`config.mk`:
```
export PLATFORM = sky130hd
export DESIGN_NAME = sem_cfg_regs
export DESIGN_NICKNAME = d
export VERILOG_FILES = /design/src/rtl/core/sobel_edge_magnitude_top_defines.svh /design/src/rtl/core/sem_pkg.sv /design/src/rtl/core/sem_cfg_regs.sv
export SDC_FILE = /design/constraint.sdc
export NUM_CORES = 1
export LEC_CHECK = 0
export ABC_AREA = 1
export BUFFER_PORTS_ARGS = -buffer_cell sky130_fd_sc_hd__buf_4
export CORE_ASPECT_RATIO = 1.25
export CORE_MARGIN = 2
export CORE_UTILIZATION = 35
export DETAILED_ROUTE_END_ITERATION = 8
export PLACE_DENSITY = 0.75
export SLEW_MARGIN = 20
export SYNTH_ARGS = -nofsm -noshare
export SYNTH_HDL_FRONTEND = slang
export SYNTH_SLANG_ARGS = --single-unit
```
`constraint.sdc`:
```
create_clock -name clk -period 0.8 [get_ports clk]
set_input_delay 0.16 -clock clk [delete_from_list [all_inputs] [get_ports clk]]
set_output_delay 0.16 -clock clk [all_outputs]
set_load 0.02 [all_outputs]
```
`src/rtl/core/sobel_edge_magnitude_top_defines.svh`:
```
// assertion macros shared by the sobel edge magnitude rtl
`ifndef SOBEL_EDGE_MAGNITUDE_TOP_DEFINES_SVH
`define SOBEL_EDGE_MAGNITUDE_TOP_DEFINES_SVH

// consequent checked in the same cycle as the antecedent
`define SEM_ASSERT_SAME(label, ante, cons) \
    label: assert property (@(posedge clk) disable iff (!rst_n) (ante) |-> (cons)) \
        else $error("sobel edge magnitude check failed");

// consequent checked in the cycle after the antecedent
`define SEM_ASSERT_NEXT(label, ante, cons) \
    label: assert property (@(posedge clk) disable iff (!rst_n) (ante) |=> (cons)) \
        else $error("sobel edge magnitude check failed");

`endif

```
`src/rtl/core/sem_pkg.sv`:
```
// shared constants and types for the sobel edge magnitude block
package sem_pkg;

    // payload widths
    localparam int PIX_W     = 8;
    localparam int ROW_W     = 12;
    localparam int COL_W     = 8;
    localparam int WIDTH_W   = 9;
    localparam int HEIGHT_W  = 13;

    // apb port
    localparam int APB_ADDR_W = 3;
    localparam int APB_DATA_W = 32;

    // register indexes (paddr[2])
    localparam logic REG_IMAGE_WIDTH  = 1'b0;
    localparam logic REG_IMAGE_HEIGHT = 1'b1;

    // register reset values
    localparam logic [WIDTH_W-1:0]  WIDTH_RESET  = 9'd256;
    localparam logic [HEIGHT_W-1:0] HEIGHT_RESET = 13'd256;

    // frame limits
    localparam logic [HEIGHT_W-1:0] HEIGHT_MAX = 13'd4096;
    localparam int MAX_WIDTH_DEFAULT = 256;
    localparam int WIDTH_LIMIT       = 256;

    // magnitude
    localparam int ROOT_STEPS = 8;
    localparam int ROOT_CNT_W = $clog2(ROOT_STEPS);
    localparam logic [PIX_W-1:0] EDGE_MAX = 8'd255;

    // controller to datapath commands
    typedef struct packed {
        logic accept;
        logic win;
        logic grad;
        logic sq;
        logic sum;
        logic root_step;
        logic out_load;
    } sem_cmd_t;

    // datapath to controller status
    typedef struct packed {
        logic root_last;
        logic out_blocked;
    } sem_status_t;

endpackage

```
`src/rtl/core/sem_cfg_regs.sv`:
```
// apb configuration registers for frame width and height
module sem_cfg_regs (
    input  logic                            clk,
    input  logic                            rst_n,
    input  logic                            psel,
    input  logic                            penable,
    input  logic                            pwrite,
    input  logic [sem_pkg::APB_ADDR_W-1:0]  paddr,
    input  logic [sem_pkg::APB_DATA_W-1:0]  pwdata,
    output logic [sem_pkg::APB_DATA_W-1:0]  prdata,
    output logic                            pready,
    output logic [sem_pkg::WIDTH_W-1:0]     image_width,
    output logic [sem_pkg::HEIGHT_W-1:0]    image_height
);
    import sem_pkg::*;

    logic [WIDTH_W-1:0]  width_reg;
    logic [HEIGHT_W-1:0] height_reg;
    logic                wr_en;
    logic                reg_idx;

    assign pready  = 1'b1;
    assign reg_idx = paddr[2];
    assign wr_en   = psel && penable && pwrite && pready;

    // register writes
    always_ff @(posedge clk or negedge rst_n)
    begin
        if (!rst_n)
        begin
            width_reg  <= WIDTH_RESET;
            height_reg <= HEIGHT_RESET;
        end
        else if (wr_en)
        begin
            if (reg_idx == REG_IMAGE_WIDTH)
            begin
                width_reg <= pwdata[WIDTH_W-1:0];
            end
            else
            begin
                height_reg <= pwdata[HEIGHT_W-1:0];
            end
        end
    end

    // read back
    always_comb
    begin
        if (reg_idx == REG_IMAGE_WIDTH)
        begin
            prdata = {{(APB_DATA_W-WIDTH_W){1'b0}}, width_reg};
        end
        else
        begin
            prdata = {{(APB_DATA_W-HEIGHT_W){1'b0}}, height_reg};
        end
    end

    assign image_width  = width_reg;
    assign image_height = height_reg;

endmodule

```
# After elaboration in Yosys (flattened, before gate mapping)
# Cells that the tools add are included.
# op_classes
mux	1
bitwise	1
n_reduce_logical	4
# op_table
operator	n
two-way mux 13 bit	1
AND reduction 2 bit	2
logical AND 1 bit	2
inverter 1 bit	1
# totals
regBits	22
input_bits	40
output_inout_bits	55
elab_cells	8

# Logic depth before layout (Yosys ltp)
# logic_depth
ltp_word	3
mapped_depth	5
mapped_depth_nobuf	4

# Worst setup path before layout
# No wires, ideal clock.
# synth_path
path_kind	register -> output
startpoint	reg height_reg[8] (netlist: image_height[8])
endpoint	out prdata[8] (netlist bit)
t_arrival_ps	801
t_required_ps	640
setup_slack_ps	-161
stages_incl_launch_ff	3
n_path_buf	0
cell_sequence	dfstp_2 -> nand2_1 -> nand2_1
# synth_via
elab_chain_len	1
# synth_rtl
element	line_no	rtl
from (decl)	sem_cfg_regs.sv:18	logic [HEIGHT_W-1:0] height_reg;
from (signal assigned)	sem_cfg_regs.sv:42	height_reg <= pwdata[HEIGHT_W-1:0];
two-way mux 13 bit	sem_cfg_regs.sv:50	if (reg_idx == REG_IMAGE_WIDTH)
to (decl)	sem_cfg_regs.sv:10	output logic [sem_pkg::APB_DATA_W-1:0] prdata,
# Every way passes these cells.

# Worst setup path in the final report
# layout_path
startpoint	reg width_reg[8] (netlist: image_width[8])
endpoint	out prdata[8] (netlist bit)
# layout_via
elab_chain_len	1
# layout_rtl
element	line_no	rtl
from (decl)	sem_cfg_regs.sv:17	logic [WIDTH_W-1:0] width_reg;
from (signal assigned)	sem_cfg_regs.sv:38	width_reg <= pwdata[WIDTH_W-1:0];
two-way mux 13 bit	sem_cfg_regs.sv:50	
# Every way passes these cells.

==> impl_metrics.yaml <==
clocking:
  clk_path_buf_depth: 2
  cts_tree: "yes"
  root_buffer: "clkbuf_8"
  cts_buffers: 3
  cts_htree_levels: 1
  clk_latency_ps: 260
  cts.reportedPaths.clkPinSlew_ps: 80
  clock_sinks: 22
global_routing:
  met1_usage_pct: 18.58
  grt_overflow: 0
  grt_pass1_vias: 1048
  grt.met2_usage_pct: 26.49
  grtUsageTotal_pct: 15.14
  grt_busiest_layer: "met2"
  grt_util_met3_pct: 2.612
  grt_max_degree: 23
  antenna_found_initial: 0
  grt_first_pass_wirelength_um: 4774
sta:
  final.setup.tns_ps: -8616
  finalWorstSetupSlack_ps: -397.1
  fin_skew_ps: 0
  max_freq_ghz: 0.8353
  setup_viol: 36
  slew_viol_final: 0
  period_share_pct: 149.6
  min_period_ps: 1197
  rsz0062_at_grt: "yes"
  hold_viol: 0
place:
  gp_congestion: 0.6762
  dp_slack_ps: -198.6
  dp_hpwl_um: 2047
  port_buffers: 53
floorplanning:
  die_h_um: 69.53
  die_w_um: 56.43
  start_util_pct: 36.98
  rows: 23
  die-area_um2: 3923
  ios: 95
  design.core.area_um2: 3252
logic_synthesis:
  synth.largest_area_cell: "dfrtp_1"
  ys_ff_latch: 22
  synth_flop_cell: "dfrtp_1"
  syn_avg_cell_area_um2: 7.610
  synth_most_common_cell: "nand2_1"
  syn_inst: 158
  synth_edf_count: 0
  syn_area_um2: 1202
  yosysWarningCount: 0
  ys_seq_area_share_pct: 45.99
  synth.area.top_cells: "dfrtp_1, nand2_1, buf_4, nand3_1, dfstp_2"
  yosys-top-cells-count: "nand2_1, buf_4, nand3_1, dfrtp_1, inv_1"
  netlist.area_leader.share_pct: 41.62
  synthArstFlopShare_pct: 100.0
  ys_types: 13
route:
  wire_per_inst_um: 11.52
  drt_iter0_drc: 18
  drc: 0
  postRouteAntennaNets: 0
  drt-vias-per-instance: 4.458
  totalWireLength_um: 2995
  dr.pass1.iters: 4
  vias: 1159
worst_setup_path:
  startpoint: "image_width[8]"
  r2r-start: "image_height[8]"
  crit_required_ps: 640
  critPathKind: "flop to primary output"
  r2r_setup_slack_ps: -80
  cp-start-kind: "flop"
  arrival_ps: 1040
  cp_max_fo: 3
  worstSetupEndpointType: "primary output"
run:
  cap_viol_max_count: 0
pwr:
  irDropWorstVdd_mv: 1.231
  pwr_density_cell_nw_per_um2: 2182
  p_leak_uw: 0.001054
final_layout:
  postLayoutCoreUtil_pct: 60.41
  drive_gt1_share_pct: 57.85
  finalNetCount: 264
  fillers: 311
  antenna_cells: 0
  area_growth_pct: 63.37
min_path:
  hold_start: "pwdata[8]"
  hold_class: "input port to flop"
run_status:
  failed_checks: "negative setup slack"
  status: "complete, but fails checks"
## kinds of logic (layout without fill, tap and decap cells)
group         count (synthesis)  count (layout)  share of synthesized area (%)
buf+inv                      33              80                          18.42
flops                        22              22                          45.99
other cells                   2              20                         0.6246
simple gates                101             101                          34.96
## state kept, by name, summed over array words and instances, names as in the netlist
register	count
image_height	13
image_width	9
## timing repair
item,CTS,global route
endpoints found under the hold margin,20,0
buffers inserted,4,4
hold buffers,1,0
pin swaps,20,2
gates resized for setup,44,18
setup endpoints to repair,35,43
## routing by layer
layer / up-vias / wire length, µm
li1: 575 / -
met1: 541 / 1190
met2: 39 / 1609
met3: 4 / 162
met4: 0 / 33
met5: - / 0
## report_power, final
| part | internal (µW) | total [µW] | switching (µW) |
|---|---|---|---|
| Sequential | 1370 | 1610 | 233 |
| Clock | 438 | 792 | 354 |
| Combinational | 938 | 1890 | 951 |
## worst max-delay path: stages (launching register included)
cell and delay [ps]:
dfstp_2 560, nand2_2 60, nand2_2 60, buf_6 110
## final timing paths
path | end | cells past startpoint
setup reg to reg | image_height[8] | 4
hold reg to reg | image_width[8] | 2
min in group asynchronous | image_width[5] | 2
hold / removal | image_width[8] | 3
setup / recovery | prdata[8] | 3
max in group asynchronous | image_height[8] | 2
## cell usage in the layout (no fill, tap or decap)
| cell | synthesis | routed |
|---|---|---|
| buf_4 | 23 | 29 |
| clkbuf_8 | 0 | 4 |
| nand2_1 | 76 | 47 |
| inv_2 | 1 | 2 |
| conb_1 | 2 | 20 |
| nand4_2 | 1 | 1 |
| dfrtp_2 | 0 | 20 |
| nand4_1 | 1 | 1 |
| inv_8 | 0 | 1 |
| inv_1 | 5 | 3 |
| dfstp_2 | 2 | 2 |
| nand2_2 | 0 | 29 |
| buf_6 | 1 | 39 |
| dlygate4sd3_1 | 0 | 1 |
| nor2_2 | 1 | 1 |
| buf_12 | 0 | 1 |
| nand3_1 | 22 | 22 |
## area by class of cell
| cell class | count | area, µm² | area share, % |
|---|---|---|---|
| clock buffers | 4 | 55.05 | 2.803 |
| inverters | 6 | 30.03 | 1.529 |
| multi-input cells | 121 | 568.0 | 28.92 |
| flip-flops and latches | 22 | 578.1 | 29.43 |
| well taps | 37 | 46.29 | 2.357 |
| repair buffers | 70 | 686.9 | 34.97 |
## through the flow
step / total power, µW / instances / instance area (µm²) / hold WS, ps
finish: 4286 / 260 / 1964 / 123.2
global route: 4525 / 260 / 1964 / 126.7
CTS: 4201 / 258 / 1907 / 122.6
detailed placement: 3080 / 249 / 1658 / 65.64
global placement: 3062 / 249 / 1658 / 66.08
floorplan: 2456 / 176 / 1334 / -135.6
(Power assumes the default switching activity.)
