**src/rtl/core/sobel_edge_magnitude_top_defines.svh**
```systemverilog
// assertion macros shared by the sobel edge magnitude rtl
`ifndef SOBEL_EDGE_MAGNITUDE_TOP_DEFINES_SVH
`define SOBEL_EDGE_MAGNITUDE_TOP_DEFINES_SVH

// consequent checked in the same cycle as the antecedent
`define SEM_ASSERT_SAME(label, ante, cons) \
    label: assert property (@(posedge clk) disable iff (!rst_n) (ante) |-> (cons)) \
        else $error("sobel edge magnitude check failed");

// consequent checked in the cycle after the antecedent
`define SEM_ASSERT_NEXT(label, ante, cons) \
    label: assert property (@(posedge clk) disable iff (!rst_n) (ante) |=> (cons)) \
        else $error("sobel edge magnitude check failed");

`endif

```
**src/rtl/core/sem_pkg.sv**
```systemverilog
// shared constants and types for the sobel edge magnitude block
package sem_pkg;

    // payload widths
    localparam int PIX_W     = 8;
    localparam int ROW_W     = 12;
    localparam int COL_W     = 8;
    localparam int WIDTH_W   = 9;
    localparam int HEIGHT_W  = 13;

    // apb port
    localparam int APB_ADDR_W = 3;
    localparam int APB_DATA_W = 32;

    // register indexes (paddr[2])
    localparam logic REG_IMAGE_WIDTH  = 1'b0;
    localparam logic REG_IMAGE_HEIGHT = 1'b1;

    // register reset values
    localparam logic [WIDTH_W-1:0]  WIDTH_RESET  = 9'd256;
    localparam logic [HEIGHT_W-1:0] HEIGHT_RESET = 13'd256;

    // frame limits
    localparam logic [HEIGHT_W-1:0] HEIGHT_MAX = 13'd4096;
    localparam int MAX_WIDTH_DEFAULT = 256;
    localparam int WIDTH_LIMIT       = 256;

    // magnitude
    localparam int ROOT_STEPS = 8;
    localparam int ROOT_CNT_W = $clog2(ROOT_STEPS);
    localparam logic [PIX_W-1:0] EDGE_MAX = 8'd255;

    // controller to datapath commands
    typedef struct packed {
        logic accept;
        logic win;
        logic grad;
        logic sq;
        logic sum;
        logic root_step;
        logic out_load;
    } sem_cmd_t;

    // datapath to controller status
    typedef struct packed {
        logic root_last;
        logic out_blocked;
    } sem_status_t;

endpackage

```
**src/rtl/core/sem_ctrl.sv**
```systemverilog
// controller state machine sequencing one pixel through the datapath
`include "sobel_edge_magnitude_top_defines.svh"
module sem_ctrl (
    input  logic                 clk,
    input  logic                 rst_n,
    input  logic                 in_valid,
    output logic                 in_stall,
    input  sem_pkg::sem_status_t status,
    output sem_pkg::sem_cmd_t    cmd
);
    import sem_pkg::*;

    typedef enum logic [6:0] {
        ST_IDLE = 7'b0000001,
        ST_WIN  = 7'b0000010,
        ST_GRAD = 7'b0000100,
        ST_SQ   = 7'b0001000,
        ST_SUM  = 7'b0010000,
        ST_ROOT = 7'b0100000,
        ST_OUT  = 7'b1000000
    } sem_state_t;

    sem_state_t state_reg;
    sem_state_t state_next;

    // next state and commands
    always_comb
    begin
        state_next = state_reg;
        cmd        = '0;
        case (state_reg)
            ST_IDLE:
            begin
                if (in_valid)
                begin
                    cmd.accept = 1'b1;
                    state_next = ST_WIN;
                end
            end
            ST_WIN:
            begin
                cmd.win    = 1'b1;
                state_next = ST_GRAD;
            end
            ST_GRAD:
            begin
                cmd.grad   = 1'b1;
                state_next = ST_SQ;
            end
            ST_SQ:
            begin
                cmd.sq     = 1'b1;
                state_next = ST_SUM;
            end
            ST_SUM:
            begin
                cmd.sum    = 1'b1;
                state_next = ST_ROOT;
            end
            ST_ROOT:
            begin
                cmd.root_step = 1'b1;
                if (status.root_last)
                begin
                    state_next = ST_OUT;
                end
            end
            ST_OUT:
            begin
                if (!status.out_blocked)
                begin
                    cmd.out_load = 1'b1;
                    state_next   = ST_IDLE;
                end
            end
            default:
            begin
                state_next = ST_IDLE;
            end
        endcase
    end

    // state register
    always_ff @(posedge clk or negedge rst_n)
    begin
        if (!rst_n)
        begin
            state_reg <= ST_IDLE;
        end
        else
        begin
            state_reg <= state_next;
        end
    end

    assign in_stall = (state_reg != ST_IDLE);

    `SEM_ASSERT_NEXT(a_accept_to_win, in_valid && !in_stall, state_reg == ST_WIN)
    `SEM_ASSERT_SAME(a_no_load_when_blocked, cmd.out_load, !status.out_blocked)

endmodule

```
**config.mk**
```make
export PLATFORM = sky130hd
export DESIGN_NAME = sem_ctrl
export DESIGN_NICKNAME = d
export VERILOG_FILES = /design/src/rtl/core/sem_pkg.sv /design/src/rtl/core/sem_ctrl.sv
export VERILOG_INCLUDE_DIRS = /design/src /design/src/rtl/core
export SDC_FILE = /design/constraint.sdc
export NUM_CORES = 1
export LEC_CHECK = 0
export BUFFER_PORTS_ARGS = -buffer_cell sky130_fd_sc_hd__buf_4
export CAP_MARGIN = 10
export CORE_AREA = 2 2 39 41
export DETAILED_ROUTE_END_ITERATION = 8
export DIE_AREA = 0 0 41 43
export MAX_ROUTING_LAYER = met4
export PLACE_DENSITY = 0.54
export REMOVE_ABC_BUFFERS = 1
export SLEW_MARGIN = 20
export SYNTH_ARGS = -nofsm -noshare
export SYNTH_HDL_FRONTEND = slang
export SYNTH_SLANG_ARGS = --single-unit
```
**constraint.sdc**
```tcl
create_clock -name clk -period 1.4 [get_ports clk]
set_input_delay 0.21 -clock clk [delete_from_list [all_inputs] [get_ports clk]]
set_output_delay 0.21 -clock clk [all_outputs]
set_load 0.05 [all_outputs]
```
---- Yosys cells after proc, flatten, opt, wreduce, memory -nomap -nowiden ----
Cells that the tools add are included.
cells by class
  equal/unequal tests ..................... 11
  muxes and demuxes ....................... 13
  reduce and logical (&&, ||, !) cells .... 1
operators by type and width
  operator            count
  $pmux 7 s7          1
  $mux 7              3
  $mux 1              9
  $eq 7x1->1 const B  1
  $eq 7x2->1 const B  1
  $eq 7x3->1 const B  1
  $eq 7x4->1 const B  1
  $eq 7x5->1 const B  1
  $eq 7x6->1 const B  1
  $eq 7x7->1 const B  1
  $ne 7x1->1 const B  1
  $ne 2x2->1 const B  3
  $reduce_and 3->1    1
word-level totals
  register bits ........................... 7
  input port bits ......................... 5
  output and inout port bits .............. 8
  word-level logic and storage cells ...... 26

---- Logic depth before layout (Yosys ltp) ----
  depth in word-level cells ............... 3
  gate-level depth with buffers ........... 4
  depth with buffers taken out ............ 4

---- Worst setup path after synthesis ----
OpenSTA, ideal clock, no wires.
  kind .................................... register to output
  start ................................... register state_reg[1]
  end ..................................... output cmd[4] (netlist name)
  arrival time ............................ 2.204 ns
  data required time ...................... 1.190 ns
  slack ................................... -1.014 ns
  stages on the path, launching flop included .. 4
  path buffers ............................ 0
  cell sequence ........................... dfrtp_1 > nor2_1 > nand3b_1 > nor4_1
RTL lines
  element                 RTL line        RTL
  from (decl)             sem_ctrl.sv:23  sem_state_t state_reg;
  from (signal assigned)  sem_ctrl.sv:92  state_reg <= state_next;
  to (decl)               sem_ctrl.sv:9   output sem_pkg::sem_cmd_t cmd

==> reports/metrics.cfg <==
[sta]
max_freq_ghz = 0.6135
finClkSkew_ns = 0.007791
rsz0062_at_grt = true
slew_viol_final = 0
fin_crit_sh_pct = 116.4
fin_ws_ns = -0.2300
tightest_slew_ns = 0.2244
post-route-min-period_ns = 1.630
max-slew-margin-rel_pct = 84.90
final-hold-violation-count = 0
setup_viol = 8

[clocking]
clock_sinks = 7
htreeDepth = 1
clk_transition_reported_paths_ns = 0.06
cts_tree = done
cts-root-buf = clkbuf_4
clk_path_buf_depth = 2
cts_buffers = 3
insertion_delay_ns = 0.25

[layout]
largest_reg_flops = 7
fill_cells = 137
final_layout_size_suffix_gt1_share_pct = 59.74
syn_to_final_growth_pct = 77.26
diodes = 0
fin_nets = 83

[drt]
drtIter0Drc = 3
wl_per_cell_um = 12.32
route.detailed.drc = 0
ant_nets = 0
first_pass_iters = 3
routed_wl_um = 1146
num_vias = 452
vias_per_cell = 4.860

[die]
die_w_um = 41
core_mm2 = 0.001384
dieArea_mm2 = 0.001763
die_h_um = 43
start_util_pct = 31.01
io-pin-count = 13
row_count = 14

[global_routing]
grt_max_degree = 10
grt.overflow.total = 0
grt_antenna_before_repair = 0
grt_pass1_vias = 465
grt_usage_pct = 16.75
grt_pass1_wl_um = 1897

[run_status]
violations = setup timing
outcome = finished, violations left

[setup_path]
cp-start-kind = flip-flop
path_max_fanout = 4
critical_path.max_stage_delay_ns = 0.42
critPathRequiredTime_ns = 1.19
crit_slowest_cell = dfrtp_2
crit_path_end_kind = output pin
cp.arrival_ns = 1.42
worst_r2r_path_depth = 5
crit_type = flip-flop to output pin
worstPathCellList = inv_2 > or3_1 > nor3_2 > buf_6

[synth]
netlist_area_um2 = 429.2
postSynthAreaPerCell_um2 = 8.941
synth.distinct_cells = 27
synth_warnings = 0
ys_seq_area_share_pct = 41.11
syn_inst = 48
synth-seq-cells = 7

[power_and_ir_drop]
peakVddDrop_v = 0.0009375
power.leakage_nw = 0.3529
finalPower_mw = 1.092
powerDensity_mw_per_mm2 = 1435

[run]
maxCapViolations = 0

[placement]
portBuffers = 12
post-dp-hpwl_um = 826.2
place_ws_ns = -0.1153
routabilityCongestion = 0.7251

[min_path]
holdPathStages = 4
hold_class = input pin to flip-flop

-- worst paths after layout --
| check | start | slack (ns) | endpoint |
|---|---|---|---|
| worst max register to register | state_reg[6] | 0.15 | state_reg[0] |
| min in group asynchronous | rst_n | 0.31 | state_reg[4] |
| worst min register to register | state_reg[5] | 0.64 | state_reg[3] |
| worst max-delay path | state_reg[6] | -0.23 | cmd[0] |
| max in group asynchronous | rst_n | 0.88 | state_reg[0] |
| worst min-delay path | status[1] | 0.23 | state_reg[5] |
-- kinds of logic (layout without fill, tap and decap cells) --
kind of cell | count (synthesis) | after routing | synth area share, %
AO/OA/AOI/OAI | 7 | 7 | 10.50
flip-flops | 7 | 7 | 41.11
multiplexers | 1 | 1 | 2.332
buffers and inverters | 5 | 34 | 6.410
AND/OR/NAND/NOR | 28 | 28 | 39.65
-- worst max-delay path: cells and delay by family, from the launching register on --
kind | cells | cell delay [ns]
and+or+nand+nor | 2 | 0.49
buffers and inverters | 2 | 0.25
DFF | 1 | 0.42
-- report_power, final --
part           internal [mW]  total, mW  leakage [nW]  switching [mW]
clock network          0.109      0.186        0.0150          0.0770
logic                  0.269      0.618         0.248           0.349
registers              0.247      0.288        0.0897          0.0408
-- layout by cell type, fill, tap and decap left out, drive strengths merged --
master and instances:
buf 27, nor2 7, dfrtp 6, clkbuf 4, nand2 3, nor2b 3, nor3 3, and4b 2
nand3 2, and3 2, o21ai 2, nor4 2, inv 2, nand3b 1, nor3b 1, nand2b 1
or3 1, a31oi 1, mux2i 1, a211oi 1, o31ai 1, a2bb2oi 1, a21oi 1, dlygate4sd3 1
dfstp 1
-- timing repair --
| action | CTS | global route |
|---|---|---|
| pin swaps | 3 | 7 |
| hold buffers | 1 | 0 |
| buffers inserted | 1 | 2 |
| resized for setup | 16 | 8 |
| hold endpoints to repair | 7 | 0 |
| gates cloned | 0 | 0 |
| setup endpoints to repair | 8 | 8 |
-- final cells by class --
| type | count | area (um^2) | share of cell area (%) |
|---|---|---|---|
| clock buffer | 4 | 26.28 | 3.454 |
| multi-input combinational | 36 | 281.5 | 37.01 |
| sequential | 7 | 178.9 | 23.52 |
| timing repair buffer | 28 | 246.5 | 32.40 |
| tap | 16 | 20.02 | 2.632 |
| inverter | 2 | 7.507 | 0.9868 |
-- through the flow --
stage	TNS (ns)	area [um^2]	hold WS [ns]	instances	util, %
3_5_place_dp	-0.1522	609.3	0.02906	85	44.03
3_3_place_gp	-0.04211	609.3	0.03182	85	44.03
2_1_floorplan	-3.199	409.1	-0.08559	45	-
4_1_cts	-1.440	706.9	0.2225	91	51.09
5_1_grt	-2.082	760.7	0.2361	93	54.97
6_report	-1.368	760.7	0.2277	93	54.97
-- cells in the mapped netlist --
master     instances  area (um^2)
or3_1              1        6.260
dfstp_2            1        26.28
and3_1             2        12.51
nor2b_1            3        18.77
and4b_1            2        20.02
nand3_1            2        10.01
inv_2              1        3.750
inv_1              1        3.750
dfrtp_1            6        150.1
a31oi_1            1        6.260
nor2_1             7        26.28
a21oi_1            1        5.000
nand2b_1           1        6.260
buf_2              1        5.000
o31ai_1            1        7.510
nand2_1            3        11.26
nor4_1             2        12.51
nor3b_1            1        7.510
mux2i_1            1        10.01
nor3_2             1        10.01
a2bb2oi_1          1        8.760
nor3_4             1        16.27
nand3b_1           1        7.510
nor3_1             1        5.000
o21ai_0            2        10.01
a211oi_1           1        7.510
buf_4              2        15.01
-- routing by layer --
layer  GRT usage (%)  up-vias  routed length [um]  part of all wire, %
met1           19.61      210                 474                   41
met4           6.000        0                   8                 0.70
met2           25.31        9                 604                   53
met5               -        -                   0                    0
li1                -      231                   -                    -
met3           6.283        2                  59                  5.1
Power figures use the tool's default switching activity.
