**src/rtl/core/sobel_edge_magnitude_top_defines.svh**
```systemverilog
// assertion macros shared by the sobel edge magnitude rtl
`ifndef SOBEL_EDGE_MAGNITUDE_TOP_DEFINES_SVH
`define SOBEL_EDGE_MAGNITUDE_TOP_DEFINES_SVH

// consequent checked in the same cycle as the antecedent
`define SEM_ASSERT_SAME(label, ante, cons) \
    label: assert property (@(posedge clk) disable iff (!rst_n) (ante) |-> (cons)) \
        else $error("sobel edge magnitude check failed");

// consequent checked in the cycle after the antecedent
`define SEM_ASSERT_NEXT(label, ante, cons) \
    label: assert property (@(posedge clk) disable iff (!rst_n) (ante) |=> (cons)) \
        else $error("sobel edge magnitude check failed");

`endif

```
**src/rtl/core/sem_pkg.sv**
```systemverilog
// shared constants and types for the sobel edge magnitude block
package sem_pkg;

    // payload widths
    localparam int PIX_W     = 8;
    localparam int ROW_W     = 12;
    localparam int COL_W     = 8;
    localparam int WIDTH_W   = 9;
    localparam int HEIGHT_W  = 13;

    // apb port
    localparam int APB_ADDR_W = 3;
    localparam int APB_DATA_W = 32;

    // register indexes (paddr[2])
    localparam logic REG_IMAGE_WIDTH  = 1'b0;
    localparam logic REG_IMAGE_HEIGHT = 1'b1;

    // register reset values
    localparam logic [WIDTH_W-1:0]  WIDTH_RESET  = 9'd256;
    localparam logic [HEIGHT_W-1:0] HEIGHT_RESET = 13'd256;

    // frame limits
    localparam logic [HEIGHT_W-1:0] HEIGHT_MAX = 13'd4096;
    localparam int MAX_WIDTH_DEFAULT = 256;
    localparam int WIDTH_LIMIT       = 256;

    // magnitude
    localparam int ROOT_STEPS = 8;
    localparam int ROOT_CNT_W = $clog2(ROOT_STEPS);
    localparam logic [PIX_W-1:0] EDGE_MAX = 8'd255;

    // controller to datapath commands
    typedef struct packed {
        logic accept;
        logic win;
        logic grad;
        logic sq;
        logic sum;
        logic root_step;
        logic out_load;
    } sem_cmd_t;

    // datapath to controller status
    typedef struct packed {
        logic root_last;
        logic out_blocked;
    } sem_status_t;

endpackage

```
**src/rtl/core/sem_datapath.sv**
```systemverilog
// datapath: position counters, line store, window, gradient, root, output register
`include "sobel_edge_magnitude_top_defines.svh"
module sem_datapath #(
    parameter int MAX_WIDTH = sem_pkg::MAX_WIDTH_DEFAULT
) (
    input  logic                          clk,
    input  logic                          rst_n,
    input  sem_pkg::sem_cmd_t             cmd,
    output sem_pkg::sem_status_t          status,
    input  logic [sem_pkg::PIX_W-1:0]     pixel,
    input  logic [sem_pkg::WIDTH_W-1:0]   image_width,
    input  logic [sem_pkg::HEIGHT_W-1:0]  image_height,
    output logic                          out_valid,
    input  logic                          out_stall,
    output logic [sem_pkg::PIX_W-1:0]     edge_value,
    output logic [sem_pkg::ROW_W-1:0]     out_row,
    output logic [sem_pkg::COL_W-1:0]     out_col,
    output logic                          frame_end
);
    import sem_pkg::*;

    localparam int AW     = $clog2(MAX_WIDTH);
    localparam int WCAP   = (MAX_WIDTH < WIDTH_LIMIT) ? MAX_WIDTH : WIDTH_LIMIT;
    localparam int GSUM_W = PIX_W + 2;
    localparam int SQ_W   = 2 * GSUM_W;
    localparam int S_W    = SQ_W + 1;
    localparam int RAD_W  = 2 * ROOT_STEPS;
    localparam int REM_W  = PIX_W + 1;

    // position counters
    logic [ROW_W-1:0]     row_count_reg;
    logic [COL_W-1:0]     col_count_reg;

    // captured transaction
    logic [PIX_W-1:0]     pix_reg;
    logic [AW-1:0]        addr_reg;
    logic                 in_range_reg;
    logic [ROW_W-1:0]     orow_reg;
    logic [COL_W-1:0]     ocol_reg;
    logic                 fend_reg;
    logic                 interior_reg;

    // line store: upper byte row r-1, lower byte row r-2
    logic [2*PIX_W-1:0]   line_mem [MAX_WIDTH];
    logic [2*PIX_W-1:0]   rd_word_reg;
    logic [PIX_W-1:0]     win_reg [9];

    // gradient and root
    logic [GSUM_W-1:0]    gx_abs_reg;
    logic [GSUM_W-1:0]    gy_abs_reg;
    logic [SQ_W-1:0]      sqx_reg;
    logic [SQ_W-1:0]      sqy_reg;
    logic                 sat_reg;
    logic [RAD_W-1:0]     rad_reg;
    logic [REM_W-1:0]     rem_reg;
    logic [PIX_W-1:0]     root_reg;
    logic [ROOT_CNT_W-1:0] step_cnt_reg;

    // output register
    logic                 out_valid_reg;
    logic [PIX_W-1:0]     edge_value_reg;
    logic [ROW_W-1:0]     out_row_reg;
    logic [COL_W-1:0]     out_col_reg;
    logic                 frame_end_reg;

    // combinational helpers
    logic [WIDTH_W-1:0]   eff_w;
    logic [HEIGHT_W-1:0]  eff_h;
    logic [ROW_W-1:0]     orow;
    logic [COL_W-1:0]     ocol;
    logic                 interior;
    logic                 col_wrap;
    logic                 row_wrap;
    logic                 c_in_range;
    logic [PIX_W-1:0]     above1;
    logic [PIX_W-1:0]     above2;
    logic [GSUM_W-1:0]    gx_p, gx_n, gy_p, gy_n;
    logic [S_W-1:0]       s_sum;
    logic [REM_W+1:0]     rem_sh;
    logic [PIX_W-1:0]     root_sh;
    logic [REM_W+1:0]     trial;
    logic [PIX_W-1:0]     edge_sel;

    // effective frame size
    always_comb
    begin
        if (image_width == '0)
            eff_w = WIDTH_W'(1);
        else if (image_width > WIDTH_W'(WCAP))
            eff_w = WIDTH_W'(WCAP);
        else
            eff_w = image_width;

        if (image_height == '0)
            eff_h = HEIGHT_W'(1);
        else if (image_height > HEIGHT_MAX)
            eff_h = HEIGHT_MAX;
        else
            eff_h = image_height;
    end

    // output position, border test and wrap flags
    assign orow = (row_count_reg == '0) ? ROW_W'(eff_h - HEIGHT_W'(1))
                                        : row_count_reg - ROW_W'(1);
    assign ocol = (col_count_reg == '0) ? COL_W'(eff_w - WIDTH_W'(1))
                                        : col_count_reg - COL_W'(1);
    assign interior = (orow > ROW_W'(2)) && (({1'b0, orow} + HEIGHT_W'(3)) < eff_h)
                   && (ocol > COL_W'(2)) && (({1'b0, ocol} + WIDTH_W'(3)) < eff_w);
    assign col_wrap = ({1'b0, col_count_reg} + WIDTH_W'(1)) >= eff_w;
    assign row_wrap = ({1'b0, row_count_reg} + HEIGHT_W'(1)) >= eff_h;
    assign c_in_range = ({{(HEIGHT_W-COL_W){1'b0}}, col_count_reg} < HEIGHT_W'(MAX_WIDTH));

    // counters and transaction capture
    always_ff @(posedge clk or negedge rst_n)
    begin
        if (!rst_n)
        begin
            row_count_reg <= '0;
            col_count_reg <= '0;
        end
        else if (cmd.accept)
        begin
            if (col_wrap)
            begin
                col_count_reg <= '0;
                row_count_reg <= row_wrap ? '0 : row_count_reg + ROW_W'(1);
            end
            else
            begin
                col_count_reg <= col_count_reg + COL_W'(1);
            end
        end
    end

    always_ff @(posedge clk)
    begin
        if (cmd.accept)
        begin
            pix_reg      <= pixel;
            addr_reg     <= AW'(col_count_reg);
            in_range_reg <= c_in_range;
            orow_reg     <= orow;
            ocol_reg     <= ocol;
            fend_reg     <= col_wrap && row_wrap;
            interior_reg <= interior;
        end
    end

    // line store: read on accept, written back in the following cycle
    always_ff @(posedge clk)
    begin
        if (cmd.accept)
        begin
            rd_word_reg <= line_mem[AW'(col_count_reg)];
        end
        if (cmd.win && in_range_reg)
        begin
            line_mem[addr_reg] <= {pix_reg, rd_word_reg[2*PIX_W-1:PIX_W]};
        end
    end

    assign above1 = in_range_reg ? rd_word_reg[2*PIX_W-1:PIX_W] : '0;
    assign above2 = in_range_reg ? rd_word_reg[PIX_W-1:0] : '0;

    // window shift
    always_ff @(posedge clk)
    begin
        if (cmd.win)
        begin
            for (int k = 0; k < 3; k++)
            begin
                win_reg[k*3+0] <= win_reg[k*3+1];
                win_reg[k*3+1] <= win_reg[k*3+2];
            end
            win_reg[2] <= above2;
            win_reg[5] <= above1;
            win_reg[8] <= pix_reg;
        end
    end

    // sobel sums split into positive and negative halves
    assign gx_p = {2'b00, win_reg[2]} + {1'b0, win_reg[5], 1'b0} + {2'b00, win_reg[8]};
    assign gx_n = {2'b00, win_reg[0]} + {1'b0, win_reg[3], 1'b0} + {2'b00, win_reg[6]};
    assign gy_p = {2'b00, win_reg[6]} + {1'b0, win_reg[7], 1'b0} + {2'b00, win_reg[8]};
    assign gy_n = {2'b00, win_reg[0]} + {1'b0, win_reg[1], 1'b0} + {2'b00, win_reg[2]};

    assign s_sum = {1'b0, sqx_reg} + {1'b0, sqy_reg};

    // one restoring square root step
    assign rem_sh  = {rem_reg, rad_reg[RAD_W-1:RAD_W-2]};
    assign root_sh = {root_reg[PIX_W-2:0], 1'b0};
    assign trial   = {{(REM_W+2-PIX_W-1){1'b0}}, root_sh, 1'b1};

    // gradient, squares, sum and root iterations
    always_ff @(posedge clk)
    begin
        if (cmd.grad)
        begin
            gx_abs_reg <= (gx_p >= gx_n) ? gx_p - gx_n : gx_n - gx_p;
            gy_abs_reg <= (gy_p >= gy_n) ? gy_p - gy_n : gy_n - gy_p;
        end
        if (cmd.sq)
        begin
            sqx_reg <= gx_abs_reg * gx_abs_reg;
            sqy_reg <= gy_abs_reg * gy_abs_reg;
        end
        if (cmd.sum)
        begin
            sat_reg      <= |s_sum[S_W-1:RAD_W];
            rad_reg      <= s_sum[RAD_W-1:0];
            rem_reg      <= '0;
            root_reg     <= '0;
            step_cnt_reg <= '0;
        end
        else if (cmd.root_step)
        begin
            rad_reg      <= {rad_reg[RAD_W-3:0], 2'b00};
            step_cnt_reg <= step_cnt_reg + ROOT_CNT_W'(1);
            if (trial <= rem_sh)
            begin
                rem_reg  <= REM_W'(rem_sh - trial);
                root_reg <= root_sh | PIX_W'(1);
            end
            else
            begin
                rem_reg  <= REM_W'(rem_sh);
                root_reg <= root_sh;
            end
        end
    end

    assign status.root_last   = (step_cnt_reg == ROOT_CNT_W'(ROOT_STEPS - 1));
    assign status.out_blocked = out_valid_reg && out_stall;

    // clamp and border select
    assign edge_sel = !interior_reg ? '0 : (sat_reg ? EDGE_MAX : root_reg);

    // output register
    always_ff @(posedge clk or negedge rst_n)
    begin
        if (!rst_n)
        begin
            out_valid_reg <= 1'b0;
        end
        else if (cmd.out_load)
        begin
            out_valid_reg <= 1'b1;
        end
        else if (!out_stall)
        begin
            out_valid_reg <= 1'b0;
        end
    end

    always_ff @(posedge clk)
    begin
        if (cmd.out_load)
        begin
            edge_value_reg <= edge_sel;
            out_row_reg    <= orow_reg;
            out_col_reg    <= ocol_reg;
            frame_end_reg  <= fend_reg;
        end
    end

    assign out_valid  = out_valid_reg;
    assign edge_value = edge_value_reg;
    assign out_row    = out_row_reg;
    assign out_col    = out_col_reg;
    assign frame_end  = frame_end_reg;

    `SEM_ASSERT_NEXT(a_border_zero, cmd.out_load && !interior_reg, edge_value_reg == '0)
    `SEM_ASSERT_NEXT(a_saturate, cmd.out_load && interior_reg && sat_reg, edge_value_reg == EDGE_MAX)
    `SEM_ASSERT_SAME(a_root_rem_bound, cmd.root_step && interior_reg, rem_reg <= {root_reg, 1'b0})

endmodule

```
**config.mk**
```make
export PLATFORM = sky130hd
export DESIGN_NAME = sem_datapath
export DESIGN_NICKNAME = d
export VERILOG_FILES = /design/src/rtl/core/sem_pkg.sv /design/src/rtl/core/sem_datapath.sv
export VERILOG_INCLUDE_DIRS = /design/src /design/src/rtl/core
export SDC_FILE = /design/constraint.sdc
export NUM_CORES = 2
export LEC_CHECK = 0
export BUFFER_PORTS_ARGS = -buffer_cell sky130_fd_sc_hd__buf_2
export CAP_MARGIN = 20
export CORE_UTILIZATION = 55
export CTS_BUF_LIST = sky130_fd_sc_hd__clkbuf_4
export DETAILED_ROUTE_END_ITERATION = 8
export PLACE_DENSITY_LB_ADDON = 0.1
export SYNTH_ARGS = -nofsm -noshare
export SYNTH_HDL_FRONTEND = slang
export SYNTH_MEMORY_MAX_BITS = 65536
export SYNTH_SLANG_ARGS = --single-unit
```
**constraint.sdc**
```tcl
create_clock -name clk -period 7.5 [get_ports clk]
set_input_delay 1.125 -clock clk [delete_from_list [all_inputs] [get_ports clk]]
set_output_delay 1.125 -clock clk [all_outputs]
set_load 0.02 [all_outputs]
```
==> After elaboration in Yosys (flattened, before gate mapping) <==
Memory sizes are Yosys's and may differ from the RTL's. A register that Yosys moved wholly into a read port is not among the register bits.
Index checks and enable logic that the tools add are counted.
Widths: inputs -> output; s select.
{ "word_totals": {"reg_bits": 185, "ram_bits": 4168, "in_bits": 40, "output_inout_bits": 32, "wordCells": 95, "n_memories": 2} }
{ "mem_list": {"columns": ["name", "depth", "width", "read_ports", "rd_ports_with_merged_regs", "write_ports", "line", "source"], "rows": [
  ["line_mem", 256, 16, 1, 1, 1, "sem_datapath.sv:44", "logic [2*PIX_W-1:0] line_mem [MAX_WIDTH];"],
  ["win_reg", 9, 8, 9, 0, 9, "sem_datapath.sv:46", "logic [PIX_W-1:0] win_reg [9];"]
]} }
{ "classes": {"add_sub_neg": 25, "n_mul": 2, "n_lt_le_gt_ge": 11, "eq_ne": 2, "muxes": 19, "reduce_logical": 12} }
{ "ops": {"columns": ["cell", "n"], "rows": [
  ["$add 10x8->10", 4],
  ["$add 8x9->10", 4],
  ["$mul 10x10->20", 2],
  ["$sub 10x10->10", 4],
  ["$mux 16", 2],
  ["$mux 9", 3],
  ["$mux 13", 2],
  ["$mux 12", 2],
  ["$mux 8", 3],
  ["$sub 12x1->12 const B", 2],
  ["$add 20x20->21", 1],
  ["$ge 10x10->1", 2],
  ["$mux 10", 2],
  ["$sub 8x1->8 const B", 2],
  ["$add 12x1->13 const B", 1],
  ["$add 12x2->13 const B", 1],
  ["$ge 13x13->1", 1],
  ["$gt 13x13->1 const B", 1],
  ["$logic_not 13->1", 1],
  ["$lt 13x13->1", 1],
  ["$add 12x1->12 const B", 1],
  ["$gt 12x2->1 const B", 1],
  ["$logic_not 12->1", 1],
  ["$le 9x11->1", 1],
  ["other kinds (18)", 26]
]} }

==> Logic depth before layout (Yosys ltp) <==
{ "logic_depth": {"depth_word": 10, "depth_mapped": 27, "depth_no_buf": 23} }

==> Worst setup path after synthesis <==
Ideal clock, no wire load.
{ "synth_path": {"path_type": "input port to flip-flop", "startpoint": "input image_height[12] (netlist bit)", "endpoint": "register interior_reg (data pin)", "setup_ns": 0.158, "t_arrival_ns": 5.577, "required_ns": 7.342, "setup_slack_ns": 1.765, "stages": 22, "path_buffers": 1, "path_cell_list": "clkbuf_1 clkinv_1 nand2_1 nor2_1 a21oi_1 ha_1 inv_1 nor2_1 a31oi_1 a221o_1 o211ai_2 and3_1 nand3_1 nor3b_2 xor2_1 ha_1 and3_1 a221o_1 a2111oi_0 o311ai_0 a31o_1 a211oi_2"} }
{ "synth_between": {"elab_chain_len": 10, "word_cells_on_any_way": 12, "classes_between": "add/sub: 2; order compare: 3; mux: 3; reduce/logical: 4"} }
{ "synth_rtl": {"columns": ["element", "line", "source"], "rows": [
  ["start, declared", "sem_datapath.sv:12", "input logic [sem_pkg::HEIGHT_W-1:0] image_height,"],
  ["$gt 13x13->1", "sem_datapath.sv:96", "else if (image_height > HEIGHT_MAX)"],
  ["$mux 13", "sem_datapath.sv:96", null],
  ["$mux 13 (*)", "sem_datapath.sv:94", "if (image_height == '0)"],
  ["$sub 12x1->12 (*)", "sem_datapath.sv:103", "assign orow = (row_count_reg == '0) ? ROW_W'(eff_h - HEIGHT_W'(1))"],
  ["$mux 12 (*)", "sem_datapath.sv:103", null],
  ["net orow[5]", "sem_datapath.sv:69", "logic [ROW_W-1:0] orow;"],
  ["$add 12x2->13", "sem_datapath.sv:107", "assign interior = (orow > ROW_W'(2)) && (({1'b0, orow} + HEIGHT_W'(3)) < eff_h)"],
  ["$lt 13x13->1", "sem_datapath.sv:107", null],
  ["$logic_and 1x1->1 (*)", "sem_datapath.sv:107", null],
  ["$logic_and 1x1->1 (*) (2 in series)", "sem_datapath.sv:108", "&& (ocol > COL_W'(2)) && (({1'b0, ocol} + WIDTH_W'(3)) < eff_w);"],
  ["net interior", "sem_datapath.sv:71", "logic interior;"],
  ["end signal, assigned", "sem_datapath.sv:145", "interior_reg <= interior;"],
  ["end, declared", "sem_datapath.sv:41", "logic interior_reg;"]
]} }
The timed path passes the listed nets; every way through them passes the cells marked *.
A chain may end at the register's enable or synchronous reset.

==> Worst setup path in the final report <==
{ "layout_path": {"startpoint": "register row_count_reg[0]", "endpoint": "register interior_reg (data pin)"} }
{ "layout_between": {"elab_chain_len": 7, "word_cells_on_any_way": 9, "classes_between": "add/sub: 2; order compare: 2; mux: 1; reduce/logical: 4"} }
{ "layout_rtl": {"columns": ["element", "line", "source"], "rows": [
  ["start, declared", "sem_datapath.sv:31", "logic [ROW_W-1:0] row_count_reg;"],
  ["start signal, assigned", "sem_datapath.sv:126", "row_count_reg <= row_wrap ? '0 : row_count_reg + ROW_W'(1);"],
  ["$sub 12x1->12 / $logic_not 12->1 (equally long branches)", "sem_datapath.sv:104, sem_datapath.sv:103", null],
  ["$mux 12 (*)", "sem_datapath.sv:103", null],
  ["net orow[8]", "sem_datapath.sv:69", null],
  ["$add 12x2->13", "sem_datapath.sv:107", null],
  ["$lt 13x13->1", "sem_datapath.sv:107", null],
  ["$logic_and 1x1->1 (*)", "sem_datapath.sv:107", null],
  ["$logic_and 1x1->1 (*) (2 in series)", "sem_datapath.sv:108", null],
  ["net interior", "sem_datapath.sv:71", null]
]} }
Marks and branches as above.

==> metrics.txt <==
Die Span Y 572 um; Pwr Density 438 nW/um^2; busiest grt layer met2; Worst Path Arrival 7.98 ns; Largest register FFs 4,096; CP Max Fanout 12; PortBufs 71; Fmax 154 MHz; first-pass GRT wire length 678 mm; P_leak 66.8 nW; met2 track demand over resource 0.456; Post-synth top flop edfxtp_1; PostCTS Resize Cnt 0; period utilisation layout 0.865; CP Launch Type flop; worst path required time 8.99 ns; Vias/cell 6.33; met3 Use GR 0.0682; status finished clean; H-Tree Depth 7; PnR Total Power 87.7 mW; NumNets Final 10,600; DRC violations left 0; Pins Over Slew Limit 0; pre-CTS setup slack 0.999 ns; drt first-iter violations 11,500; cell mode on critical path ha_1; largest net degree at the start of global routing 258; Final ANT Viol Nets 0; multi-input logic area 45,100 um^2; Post-Syn Instances 8,897; setup violators final 0; setup TNS 0 ns; Synth-to-Final Area Change 12.3%; worst skew pair latency 1.70 ns; post-synthesis average cell area 20.0 um^2; number of global-route vias before repair 96,700; die width 572 um; CTS tree yes; HP Class in2reg; Clock Sinks 4,367; most common cell after layout, fill and taps aside edfxtp_1; clock root buffer master clkbuf_4; Min Clock Period, post-route 6.49 ns; commonest non-fill, non-tap cells in the layout edfxtp_1, clkbuf_4, mux4_2, mux2i_1, buf_4; synthesized area 178,000 um^2; final core occ 0.622; Worst slew margin 0.112; die area 327,000 um^2; Clock Tree Buf Depth 5; #FFs+latches synth 4,367; drt pass-1 iters 6; setup slack, reg-to-reg 1.01 ns; slowest stage delay, CP 0.56 ns; library cells used by synthesis 87; syn nets 9,320; Storage cell area 131,000 um^2; DR vias 95,700; grt ovf 0; Post-DP Area 186,000 um^2; HPWL Detailed 276 mm; sequential area share after synthesis 0.733; clk slew on worst S/H paths 0.07 ns; Setup Skew 0.147 ns; number of enable flip-flop cells after synthesis 4,326; initial antenna violation count 25; worst setup margin 1.01 ns; ratio of cells with drive above 1 in the final layout 0.318; max cap viols 0; Fin. Hold Viols 0; Synth async-reset ratio 0.00481; Cell Chain, Critical Path inv_1 -> ha_1 -> or4b_1 -> or4_4 -> a21oi_1 -> ha_1 -> nand4b_1 -> a2111oi_0 -> a31oi_1 -> o22ai_1 -> nand3_1 -> nor3b_2 -> xor2_1 -> ha_1 -> and3_1 -> a221o_1 -> a2111oi_0 -> o311ai_0 -> a31o_1 -> a211oi_2; critical path type reg2reg; total track usage 0.297; io pins 72; final instance area 200,000 um^2; row cnt 208; routability cong. 0.856; Setup crit end kind flop; Worst Tran Pin Value 1.33 ns; unrepaired setup endpoints after global routing no; peak supply drop 0.00113 V; Slowest cell on crit path or4_4; Detailed Route WL 475 mm; met1 usage 0.416; core footprint 322,000 um^2; post-DR wirelength/cell 31.4 um; cts bufs inserted 1,175; Fillers 22,900; Initial Util 0.554; Synth warnings 0
[final cells by class]
cell class,instances,area share
sequential,4367,0.653
multi-input combinational,3819,0.225
clock buffer,1619,0.0607
tap,4305,0.0269
timing repair buffer,527,0.0242
clock inverter,206,0.00511
inverter,244,0.00462
antenna,30,0.000375
[critical path: cells and delay by family, from the launching register on]
family | cells | cell delay [ns]
compound gates | 9 | 2.93
simple gates | 6 | 1.87
fa+ha+maj | 3 | 0.78
flops | 1 | 0.51
xor+xnor | 1 | 0.18
buf+inv | 1 | 0.10
[what timing repair did]
| item | CTS | global route |
|---|---|---|
| endpoints found under the hold margin | 164 | 0 |
| endpoints found under the setup margin | 0 | 0 |
| hold buffers | 35 | 0 |
| buffers inserted | 0 | 0 |
[cell usage after synthesis, drive strengths merged, types with 32 or more instances]
cell	n	area [um^2]
fa	127	2540
inv	240	901
o21ai	157	786
nand3	60	300
xor2	44	393
edfxtp	4326	130000
a21oi	233	1170
mux2	40	450
nor3	33	165
a211oi	37	288
clkbuf	255	957
buf	212	1060
ha	256	3200
mux2i	408	4080
mux4	1013	22800
o22ai	113	707
xnor2	86	753
a21o	32	240
o221ai	143	1250
nor2b	33	206
and2	63	394
nand2	215	807
nor2	390	1470
[where the power goes]
| part | internal, mW | switching (mW) |
|---|---|---|
| Clock | 10.1 | 9.20 |
| Sequential | 30.5 | 0.722 |
| Combinational | 14.8 | 22.4 |
| Total | 55.4 | 32.3 |
[metrics by stage]
step,hold WS (ns),std cells
6_report,0.210,15100
3_3_place_gp,0.402,13200
4_1_cts,0.00319,15100
5_1_grt,0.0931,15100
2_1_floorplan,0.400,8897
3_5_place_dp,0.405,13200
[cells by family after synthesis]
group	synth area share
AND/OR/NAND/NOR	0.0233
XOR/XNOR	0.00642
AO/OA/AOI/OAI	0.0349
buffers and inverters	0.0164
multiplexers	0.153
flip-flops	0.733
adder cells (fa/ha/maj)	0.0322
[worst paths after layout]
check / startpoint / end / depth (start not counted)
worst min register to register: ocol_reg[4]$_DFFE_PP_ / out_col[4]$_DFFE_PP_ / 0
worst max register to register: row_count_reg[0]$_DFFE_PN0P_ / interior_reg$_DFFE_PP_ / 20
worst min-delay path: image_height[8] / orow_reg[8]$_DFFE_PP_ / 3
max in group asynchronous: rst_n / row_count_reg[7]$_DFFE_PN0P_ / 4
min in group asynchronous: rst_n / col_count_reg[5]$_DFFE_PN0P_ / 4
worst max-delay path: row_count_reg[0]$_DFFE_PN0P_ / interior_reg$_DFFE_PP_ / 20
[layer usage]
layer  vias to the layer above  wire [um]
met5                         -         27
met4                         4      15300
met3                       825      45600
met2                      5129     225000
met1                     50000     189000
li1                      39700          -
(Power assumes the default switching activity.)
